<file path="src/rtl/bmmd_ram.sv">
module bmmd_ram #(
  parameter int unsigned WIDTH = 8,
  parameter int unsigned DEPTH = 256
) (
  input  logic                     clk_i,
  input  logic                     we_i,
  input  logic [$clog2(DEPTH)-1:0] waddr_i,
  input  logic [WIDTH-1:0]         wdata_i,
  input  logic                     re_i,
  input  logic [$clog2(DEPTH)-1:0] raddr_i,
  output logic [WIDTH-1:0]         rdata_o
);

  logic [WIDTH-1:0] mem_q [DEPTH];
  logic [WIDTH-1:0] rdata_q;

  // write port
  always_ff @(posedge clk_i) begin
    if (we_i) begin
      mem_q[waddr_i] <= wdata_i;
    end
  end

  // registered read, held while not enabled
  always_ff @(posedge clk_i) begin
    if (re_i) begin
      rdata_q <= mem_q[raddr_i];
    end
  end

  assign rdata_o = rdata_q;

endmodule

</file>
<file path="config.mk">
export PLATFORM = sky130hd
export DESIGN_NAME = bmmd_ram
export DESIGN_NICKNAME = d
export VERILOG_FILES = /design/src/rtl/bmmd_ram.sv
export SDC_FILE = /design/constraint.sdc
export NUM_CORES = 2
export LEC_CHECK = 0
export BUFFER_PORTS_ARGS = -buffer_cell sky130_fd_sc_hd__clkbuf_2
export CAP_MARGIN = 10
export CELL_PAD_IN_SITES_DETAIL_PLACEMENT = 1
export CELL_PAD_IN_SITES_GLOBAL_PLACEMENT = 2
export CORE_ASPECT_RATIO = 0.7
export CORE_MARGIN = 2
export CORE_UTILIZATION = 45
export DETAILED_ROUTE_END_ITERATION = 7
export PLACE_DENSITY = 0.71
export SYNTH_ARGS = -nofsm -noshare
export SYNTH_HDL_FRONTEND = slang
export SYNTH_SLANG_ARGS = --single-unit
</file>
<file path="constraint.sdc">
create_clock -name clk_i -period 3.2 [get_ports clk_i]
set_input_delay 0.64 -clock clk_i [delete_from_list [all_inputs] [get_ports clk_i]]
set_output_delay 0.64 -clock clk_i [all_outputs]
set_load 0.05 [all_outputs]
</file>
## Word level (Yosys, flattened, before mapping)

Memories as Yosys holds them, arrays and structs flattened. A register that Yosys moved wholly into a read port is not among the register bits.
Cells that the tools add are included.

| storage, ports and cells | value |
|---|---|
| output and inout bits | 8 |
| bits in writable memories | 2048 |
| memories kept | 1 |
| logic and storage cells | 3 |
| bits of input ports | 27 |
| flip-flop bits (word level) | 0 |

| operators by class | value |
|---|---|
| mux-type cells | 2 |

Memory list:

| name | depth | width | rd ports | clocked after Yosys merged registers in | wr ports | line | RTL |
|---|---|---|---|---|---|---|---|
| mem_q | 256 | 8 | 1 | 1 | 1 | 14 | `logic [WIDTH-1:0] mem_q [DEPTH];` |

Operators with widths:

| operator | count |
|---|---|
| 1-bit 2-to-1 mux | 2 |

## Longest topological paths before layout

| depth | value |
|---|---|
| depth in word-level cells | 2 |
| mapped depth | 11 |
| depth with buffers taken out | 6 |

## Worst setup path before layout

No wires, ideal clock.

| timing | value |
|---|---|
| kind | input to register |
| start | input raddr_i[0] |
| end | register rdata_q[2], in the netlist rdata_o[2], read port of mem_q, data pin |
| setup slack | 0.484 ns |
| data arrival time | 2.447 ns |
| cell stages on the path | 9 |
| buffers on the path | 4 |
| cell sequence | buf_6 buf_12 buf_8 buf_2 mux4_2 a22oi_1 a21oi_1 nor4_1 nor4_2 |

RTL lines:

| element | line | RTL |
|---|---|---|
| from (decl) | 10 | `input logic [$clog2(DEPTH)-1:0] raddr_i,` |
| to (decl) | 15 | `logic [WIDTH-1:0] rdata_q;` |

==> run_results.csv <==
group,metric,value,unit
timing,rsz0062_at_grt,"no",
power_and_ir_drop,comb_power_share,0.057,
power_and_ir_drop,power.switching,12.16,mW
routing,antenna_left,0,
timing,skew,0.02228,ns
setup_path,rr_endpoint,"rdata_o[7]",
cts,hold_buffers,0,
synth,ys_async_sr_fraction,0,
setup_path,crit_fanout,22,
timing,hold_viol,0,
routing,avgViaCountPerCell,6.059,
cts,cts_setup_buffers,0,
cts,clock_latency,0.83,ns
synth,synth_area_leaders,"edfxtp_1, mux4_2, mux2i_1",
setup_path,rrSetupSlack,0.46,ns
synth,synth_edf_count,2056,
layout,area_growth,17.11,%
layout,layout-drive-gt1-share,0.3153,
cts,cts.repair.resized,4,
power_and_ir_drop,p_per_area,602.6,nW/um^2
floorplan,io_pins,35,
placement,io_buffers,34,
timing,whs,0.2344,ns
timing,layout_min_cycle_time,3.131,ns
job,drv_cap,0,
grt,grt_overflow,0,
setup_path,crit_top_cell,"buf_4",
timing,fmax,0.3194,GHz
floorplan,die_area,180400,um^2
power_and_ir_drop,max-vdd-ir-drop,0.5788,mV
setup_path,slowest_stage,"nor3_2",
routing,drt_iter0_markers,5261,
floorplan,die_h,356.0,um
floorplan,dieWidth,506.8,um
synth,synth_area,79640,um^2
synth,synthFlopType,"edfxtp_1",
synth,syn_nets,3760,
setup_path,cp-start-kind,"input port",
synth,syn_inst,3733,
power_and_ir_drop,p_leak,29.95,nW
cts,root_buffer,"clkbuf_16",
setup_path,cp_slowest_stage_delay,0.60,ns
layout,final_common_cell,"edfxtp_1",
min_path,hp-class,"in -> reg",
power_and_ir_drop,switching_share,0.2164,
routing,drc_errors,0,
routing,first_pass_iters,6,
setup_path,ff2ff_path_depth,6,
floorplan,start_util,0.4518,
synth,synth_top_area_frac,0.7753,
timing,worstMarginPinSlew,1.152,ns
power_and_ir_drop,p_clk_frac,0.414,
synth,yosys.cell_types.count,54,
layout,final_cell_mix,"edfxtp_1, buf_4, mux4_2, nor2_1, clkbuf_16",
grt,antenna_found_initial,10,
setup_path,reg2reg_from,"mem_q[134][7]",
placement,hpwl,146900,um
timing,fin_crit_sh,0.9785,
synth,syn_area_per_cell,21.33,um^2
power_and_ir_drop,intPower,44.04,mW
setup_path,critPathArrivalTime,3.68,ns
timing,relSlewSlack,0.2320,
cts,cts_sinks,2056,
cts,cts_made_buffers,189,
cts,clk_path_buf_depth,3,
grt,track_usage,0.2521,
layout,final_nets,4372,
cts,clkTransAtPathRegs,0.06,ns
grt,grt_max_degree,122,
setup_path,crit_start,"raddr_i[0]",
status,status,"finished, final reports clean",
synth,yosysWarnings,0,
synth,synth_top_area_cell,"edfxtp_1",
timing,drv_slew,0,
power_and_ir_drop,finalPower,56.20,mW
floorplan,rows,129,
power_and_ir_drop,p_seq_frac,0.529,
timing,finalSetupViolations,0,
setup_path,criticalPathCategory,"in -> reg",
routing,via_count,41550,
placement,gp_congestion,0.8304,
synth,ys_seq_elements,2056,
cts,htree_levels,4,
setup_path,critPathRequiredTime,3.75,ns
cts,cts_tree,"built",
synth,ys_seq_area_frac,0.7753,
routing,wire_per_inst,32.89,um
grt,grt_pass1_wl,323800,um
routing,wl,225600,um
floorplan,core,176300,um^2
setup_path,end_kind,"register",
grt,grt_pass1_vias,42670,
setup_path,crit_chain,"buf_8 -> buf_12 -> buf_12 -> buf_4 -> buf_4 -> mux4_2 -> a22oi_1 -> buf_4 -> a21oi_1 -> nor3_2 -> nor4_1",
setup_path,endpoint,"rdata_o[3]",
[power by group through the flow]
stage / registers (mW) / logic, mW / clock network, mW
CTS: 29.7 / 3.21 / 23.6
finish: 29.7 / 3.19 / 23.3
floorplan: 30.3 / 1.44 / 0
global placement: 30.3 / 3.13 / 0
global route: 29.7 / 3.36 / 24.7
detailed placement: 30.3 / 3.20 / 0
[layout make-up]
type                            instances  area [um^2]
Clock inverter                        128         1409
Clock buffer                          216         4852
Inverter                                2        7.507
Sequential cell                      2056        61740
Antenna cell                            2        5.005
Fill cell                           15500        83000
Tap cell                             2358         2950
Multi-Input combinational cell       1442        16570
Timing Repair Buffer                  654         5728
[sequential cells by signal, summed over array words and instances (netlist names)]
name	cells
rdata_o	8
mem_q	2048
[how the worst min path moves through the flow]
stage	startpoint	slack, ns	endpoint	depth (start not counted)
2_1_floorplan	wdata_i[0]	0.74	mem_q[0][0]	0
3_3_place_gp	wdata_i[4]	1.07	mem_q[211][4]	1
3_5_place_dp	wdata_i[4]	1.07	mem_q[211][4]	1
4_1_cts	wdata_i[4]	0.17	mem_q[211][4]	1
5_1_grt	wdata_i[4]	0.21	mem_q[209][4]	1
6_report	wdata_i[4]	0.23	mem_q[209][4]	1
[cells by family (layout without fill, tap and decap cells)]
logic type	after synthesis	in the layout	share of synthesized area
DFF	2056	2056	0.7753
muxes	591	591	0.1460
and+or+nand+nor	466	466	0.02625
AOI/OAI and AO/OA	385	385	0.03416
buffers and inverters	235	1000	0.01829
other	0	2	0
[stage by stage]
stage | TNS, ns | utilization | instances | cell area [um^2] | setup slack, ns
5_1_grt | 0 | 0.5291 | 6856 | 93250 | 0.01899
3_5_place_dp | -7.598 | 0.4934 | 6512 | 86960 | -1.147
2_1_floorplan | 0 | - | 3733 | 79640 | 0.4839
4_1_cts | 0 | 0.5290 | 6856 | 93250 | 0.09523
3_3_place_gp | -7.361 | 0.4934 | 6511 | 86960 | -1.135
6_report | 0 | 0.5291 | 6858 | 93260 | 0.06879
[worst max-delay path, delay by kind of cell]
kind	cells	cell delay (ns)
compound gates	2	0.34
buf+inv	6	1.32
mux	1	0.49
simple gates	2	0.74
[routing by layer]
layer  vias up  global-route usage  share of wire  wire length [um]
li1      16910                   -              -                 -
met1     22650              0.3883           0.45            100700
met2      1710              0.3705           0.45            101600
met3       268             0.05168          0.084             18850
met4        10             0.06012          0.020              4423
met5         -                   0        0.00026                59
[cells in the mapped netlist, types with 10 or more instances]
master / n
clkbuf_1: 111
o221ai_1: 46
nor3_1: 22
nor2_1: 282
a221oi_1: 13
nand2_1: 33
nor4_1: 24
a22oi_1: 133
buf_8: 13
nor2b_1: 31
buf_6: 21
buf_1: 22
nand3_1: 34
o211ai_1: 10
o22ai_1: 28
mux4_2: 454
o21ai_0: 10
buf_4: 27
buf_2: 31
edfxtp_1: 2056
mux2i_1: 134
a211oi_1: 16
a21oi_1: 96
nand4_1: 10
(Power assumes the default switching activity.)
