## src/rtl/bmmd_pkg.sv

```systemverilog
package bmmd_pkg;

  // bus commands
  typedef enum logic [1:0] {
    CMD_READ  = 2'd0,
    CMD_WRITE = 2'd1,
    CMD_LOAD  = 2'd2,
    CMD_NONE  = 2'd3
  } cmd_e;

  // where an access is served
  typedef enum logic [1:0] {
    TGT_INTERNAL = 2'd0,
    TGT_VIDEO    = 2'd1,
    TGT_IO       = 2'd2
  } tgt_e;

  // source of the read byte
  typedef enum logic [2:0] {
    SRC_ZERO,
    SRC_DIR,
    SRC_PORT,
    SRC_RAM,
    SRC_BASIC,
    SRC_KERNAL
  } src_e;

  // clear sequencer states
  typedef enum logic {
    ST_CLEAR,
    ST_RUN
  } clr_state_e;

  // decoded access
  typedef struct packed {
    src_e src;
    tgt_e tgt;
    logic dir_we;
    logic data_we;
    logic ram_we;
    logic basic_we;
    logic kernal_we;
  } dec_t;

  // map constants
  localparam logic [15:0] AddrDir     = 16'h0000;
  localparam logic [15:0] AddrData    = 16'h0001;
  localparam logic [7:0]  PagePort    = 8'h00;
  localparam logic [7:0]  PageIo      = 8'hFD;
  localparam logic [7:0]  PageVideo   = 8'hFF;
  localparam logic [15:0] IoLow       = 16'hFD30;
  localparam logic [15:0] IoHigh      = 16'hFD3F;
  localparam logic [15:0] VideoEnd    = 16'hFF20;
  localparam logic [15:0] VideoWrLo   = 16'hFF3E;
  localparam logic [15:0] VideoWrHi   = 16'hFF3F;
  localparam logic [1:0]  RomBasic    = 2'b10;
  localparam logic [1:0]  RomKernal   = 2'b11;
  localparam logic [7:0]  PortMask    = 8'h3F;
  localparam int unsigned ClearRunBit = 6;

endpackage

```

## src/rtl/bmmd_decode.sv

```systemverilog
module bmmd_decode (
  input  logic [1:0]      command_i,
  input  logic [15:0]     address_i,
  input  logic            memory_mode_i,
  output bmmd_pkg::dec_t  dec_o
);
  import bmmd_pkg::*;

  logic [7:0] page;
  logic       in_io;
  logic       video_rd;
  logic       video_wr;

  assign page     = address_i[15:8];
  assign in_io    = (address_i >= IoLow) && (address_i <= IoHigh);
  assign video_rd = (page == PageVideo) && (address_i < VideoEnd);
  assign video_wr = video_rd || (address_i == VideoWrLo) || (address_i == VideoWrHi);

  // map the access onto its source, target and write strobes
  always_comb begin
    dec_o = '{src: SRC_ZERO, tgt: TGT_INTERNAL, default: 1'b0};
    case (cmd_e'(command_i))
      CMD_READ: begin
        if (page == PagePort) begin
          if (address_i == AddrDir) begin
            dec_o.src = SRC_DIR;
          end else if (address_i == AddrData) begin
            dec_o.src = SRC_PORT;
          end else begin
            dec_o.src = SRC_RAM;
          end
        end else if (page == PageIo) begin
          if (in_io) begin
            dec_o.tgt = TGT_IO;
          end
        end else if (video_rd) begin
          dec_o.tgt = TGT_VIDEO;
        end else if (memory_mode_i && address_i[15]) begin
          dec_o.src = (address_i[15:14] == RomKernal) ? SRC_KERNAL : SRC_BASIC;
        end else begin
          dec_o.src = SRC_RAM;
        end
      end
      CMD_WRITE: begin
        if (address_i == AddrDir) begin
          dec_o.dir_we = 1'b1;
        end else if (address_i == AddrData) begin
          dec_o.data_we = 1'b1;
        end else if (page == PageIo) begin
          if (in_io) begin
            dec_o.tgt = TGT_IO;
          end
        end else if ((page == PageVideo) && video_wr) begin
          dec_o.tgt = TGT_VIDEO;
        end else begin
          dec_o.ram_we = 1'b1;
        end
      end
      CMD_LOAD: begin
        dec_o.kernal_we = (address_i[15:14] == RomKernal);
        dec_o.basic_we  = (address_i[15:14] == RomBasic);
      end
      default: begin
        dec_o.src = SRC_ZERO;
      end
    endcase
  end

endmodule

```

## config.mk

```make
export PLATFORM = sky130hd
export DESIGN_NAME = bmmd_decode
export DESIGN_NICKNAME = d
export VERILOG_FILES = /design/src/rtl/bmmd_pkg.sv /design/src/rtl/bmmd_decode.sv
export SDC_FILE = /design/constraint.sdc
export NUM_CORES = 1
export LEC_CHECK = 0
export ABC_AREA = 1
export BUFFER_PORTS_ARGS = -buffer_cell sky130_fd_sc_hd__buf_4
export CAP_MARGIN = 20
export CORE_AREA = 2 2 39 41
export DETAILED_ROUTE_END_ITERATION = 8
export DIE_AREA = 0 0 41 43
export GPL_ROUTABILITY_DRIVEN = 0
export PLACE_DENSITY = 0.62
export SYNTH_ARGS = -nofsm -noshare
export SYNTH_HDL_FRONTEND = slang
export SYNTH_SLANG_ARGS = --single-unit
```

## constraint.sdc

```tcl
create_clock -name vclk -period 1.1
set_input_delay 0.11 -clock vclk [all_inputs]
set_output_delay 0.11 -clock vclk [all_outputs]
set_load 0.02 [all_outputs]
```

# [Yosys cells after proc, flatten, opt, wreduce, memory -nomap -nowiden]
# Cells that the tools add are included.
[classes] eq_ne=9 muxes=25 div=0 multipliers=0 magnitude_cmp=3 n_bitwise=0 n_shift=0 reduce_logical=9 n_addsub=0
[ops] operator="16-bit == test (second input constant)" n=2
[ops] operator="2-bit 2-to-1 mux" n=9
[ops] operator="3-bit 2-to-1 mux" n=6
[ops] operator="16-bit by 1-bit == test with 1-bit output (second input constant)" n=1
[ops] operator="8-bit == test (second input constant)" n=2
[ops] operator="16-bit >= comparator (second input constant)" n=1
[ops] operator="16-bit <= comparator (second input constant)" n=1
[ops] operator="16-bit zero test" n=1
[ops] operator="16-bit < comparator (second input constant)" n=1
[ops] operator="1-bit 2-to-1 mux" n=9
[ops] operator="8-bit zero test" n=1
[ops] operator="2-bit == test (second input constant)" n=3
[ops] operator="1-bit logical AND" n=4
[ops] operator="2-bit one-hot mux with 2 select lines" n=1
[ops] operator="2-bit by 1-bit == test with 1-bit output (second input constant)" n=1
[ops] operator="2-bit zero test" n=1
[ops] operator="1-bit logical OR" n=2
[word_totals] inputBits=19 latchBits=0 mem_bits_rw=0 regBits=0 mem_count=0 out_inout_bits=10 mem_bits_ro=0 elab_cells=46

# [Longest topological paths before layout]
[logic_depth] ltp_word=10 depth_mapped=7 depth_no_buf=7

# [Worst setup path after synthesis]
# No wires, ideal clock.
[synth_path] kind="in2out" start="in address_i[11]" end="out dec_o[7] in the netlist's numbering" path_slack_ps=33 t_arrival_ps=957 cell_stages=7 required_time_ps=990 path_buffers=0 cell_sequence="nand2_1 > nor2_1 > nand2_1 > nor2_2 > inv_1 > nand2_1 > nor3_1"
[synth_lines] element="from (decl)" line_no="bmmd_decode.sv:3" source="input logic [15:0] address_i,"
[synth_lines] element="to (decl)" line_no="bmmd_decode.sv:5" source="output bmmd_pkg::dec_t dec_o"

==> results.sh <==
export IMPL_cpMaxStageDelayCell="nor3_1"
export IMPL_critPathMaxFanout=4
export IMPL_synth_cell_types=16
export IMPL_p_sw_w=0.0000932
export IMPL_num_vias=494
export IMPL_drtIter0Drc=4
export IMPL_period_needed_ns=1.08
export IMPL_crit_chain="buf_8 -> nand2_4 -> nor2_4 -> nand2_2 -> nor2_4 -> inv_1 -> nand2_1 -> nor3_1 -> buf_4"
export IMPL_cpMostUsedCell="nor2_4"
export IMPL_power_density_mw_per_mm2=268
export IMPL_tns_ns=0
export IMPL_tightest_slew_ns=0.246
export IMPL_dp_final_hpwl_um=835
export IMPL_comb_power_share_pct=100.0
export IMPL_drive_above_1_share_pct=62.5
export IMPL_grt_max_degree=5
export IMPL_p_seq_share_pct=0
export IMPL_antenna_cells=0
export IMPL_grt_pass1_vias=354
export IMPL_finalWirelength_um=1070
export IMPL_die_area_sq_mm=0.00176
export IMPL_avgSynthCellArea_sq_um=4.95
export IMPL_setup_viol=0
export IMPL_track_usage_pct=9.89
export IMPL_crit_path_max_incr_delay_ns=0.19
export IMPL_nFillCells=156
export IMPL_nFlopsAndLatches=0
export IMPL_min_period_over_period_pct=98.4
export IMPL_synth_fp_nets=85
export IMPL_status="finished clean"
export IMPL_synth_area_sq_um=327
export IMPL_rsz0062_at_grt="true"
export IMPL_area_growth_pct=117
export IMPL_die_width_um=41
export IMPL_drc=0
export IMPL_vdd_drop_max_v=0.000109
export IMPL_maxSlewViolCount=0
export IMPL_final_clkbuf_count=0
export IMPL_p_leak_nw=0.367
export IMPL_hold_start="address_i[14]"
export IMPL_fin_nets=117
export IMPL_core_sq_mm=0.00138
export IMPL_worstPathRequired_ns=0.99
export IMPL_critPathLaunchType="input port"
export IMPL_power_share_switching_pct=49.1
export IMPL_rows=14
export IMPL_syn_inst=66
export IMPL_p_int_w=0.0000967
export IMPL_cp_arrival_ns=0.97
export IMPL_setup_ws_ns=0.0178
export IMPL_wl_per_cell_um=9.58
export IMPL_yosys_warnings=0
export IMPL_max_slew_margin_pct=83.6
export IMPL_firstDrtPassIters=2
export IMPL_fmax_mhz=924
export IMPL_boundaryPins=29
export IMPL_viasPerCell=4.41
export IMPL_yosys_area_top_type_share_pct=21.8
export IMPL_dpl_worst_slack_ns=-0.0372
export IMPL_synth_area_leader_cell="nor2_1"
export IMPL_antenna_found_initial=0
export IMPL_cap_violations=0
export IMPL_critPathKind="input port to output port"
export IMPL_seqCellArea_sq_um=0
export IMPL_finalHoldViolCount=0
export IMPL_die_y_um=43
export IMPL_ant_nets=0
export IMPL_seq_area_frac_synth_pct=0
export IMPL_grt_overflow=0
export IMPL_start_util_pct=23.6
export IMPL_clkPwrFrac_pct=0
export IMPL_cp_startpoint="address_i[14]"
export IMPL_io_buffers=29
export IMPL_cts_hold_buf=0
export IMPL_cp_top_family="simple AND/OR/NAND/NOR gates"
export IMPL_worstPathBufferInverterCount=3
export IMPL_worst_setup_path_end_kind="output port"
export IMPL_grt_pass1_wl_um=1310
export IMPL_worstHoldPathType="input port to output port"
export IMPL_synth_area_leaders="nor2_1 22%, nand2_1 20%, inv_1 13%, nand3_2 6.1%, nand3b_4 6.1%"
==> logic make-up (layout without fill, tap and decap cells) <==
kind of cell / count (synthesis) / in the layout / share of synthesized area, %
compound gates: 4 / 4 / 9.58
buf+inv: 11 / 41 / 12.6
simple gates: 51 / 51 / 77.8
==> worst paths after layout <==
path,end,slack [ns],depth (start not counted)
worst min-delay path,dec_o[1],0.50,3
worst max-delay path,dec_o[9],0.02,9
==> what timing repair did <==
item	in CTS	in global routing
gates resized for setup	10	27
setup buffers	0	1
endpoints found under the hold margin	0	0
pin swaps	9	13
endpoints found under the setup margin	5	8
cloned	0	0
==> cell usage after synthesis <==
cell type  count
a21oi_1        1
a21oi_2        2
and2_1         1
inv_1         11
nand2_1       17
nand2_2        2
nand3_1        1
nand3_2        2
nand3b_4       1
nand4_1        1
nor2_1        19
nor2_2         3
nor3_1         2
nor3b_1        1
nor3b_2        1
o21ai_2        1
==> power by group through the flow <==
stage                      logic, W  clock network (W)  registers (W)
final                      0.000190                  0              0
after global routing       0.000206                  0              0
after CTS                  0.000156                  0              0
after detailed placement   0.000144                  0              0
after global placement     0.000143                  0              0
after floorplan           0.0000602                  0              0
==> metrics by stage <==
stage / cell area, sq um / util, % / power [W] / std cells / hold WS [ns]
after floorplan: 327 / - / 0.0000602 / 66 / 0.303
after global placement: 564 / 40.8 / 0.000143 / 111 / 0.516
after detailed placement: 564 / 40.8 / 0.000144 / 111 / 0.516
after CTS: 599 / 43.3 / 0.000156 / 111 / 0.493
after global routing: 708 / 51.2 / 0.000206 / 112 / 0.508
final: 708 / 51.2 / 0.000190 / 112 / 0.497
==> routing by layer <==
metal / part of all wire (%) / track usage, % / vias to the layer above
li1: - / - / 262
met1: 37 / 14.2 / 212
met2: 54 / 16.9 / 20
met3: 9.0 / 0 / 0
met4: 0 / 0 / 0
met5: 0 / 0 / -
==> cell usage in the layout, fill, tap and decap left out, drive strengths merged <==
cell type and count:
a21oi 3, and2 1, buf 30, inv 11, nand2 19, nand3 3, nand3b 1, nand4 1
nor2 22, nor3 2, nor3b 2, o21ai 1
==> layout make-up <==
class,instances,area (sq um),share of cell area [%]
inverters,11,41.3,5.83
multi-input cells,55,392,55.3
well taps,16,20.0,2.83
repair buffers,30,255,36.0
(Power assumes the default switching activity.)
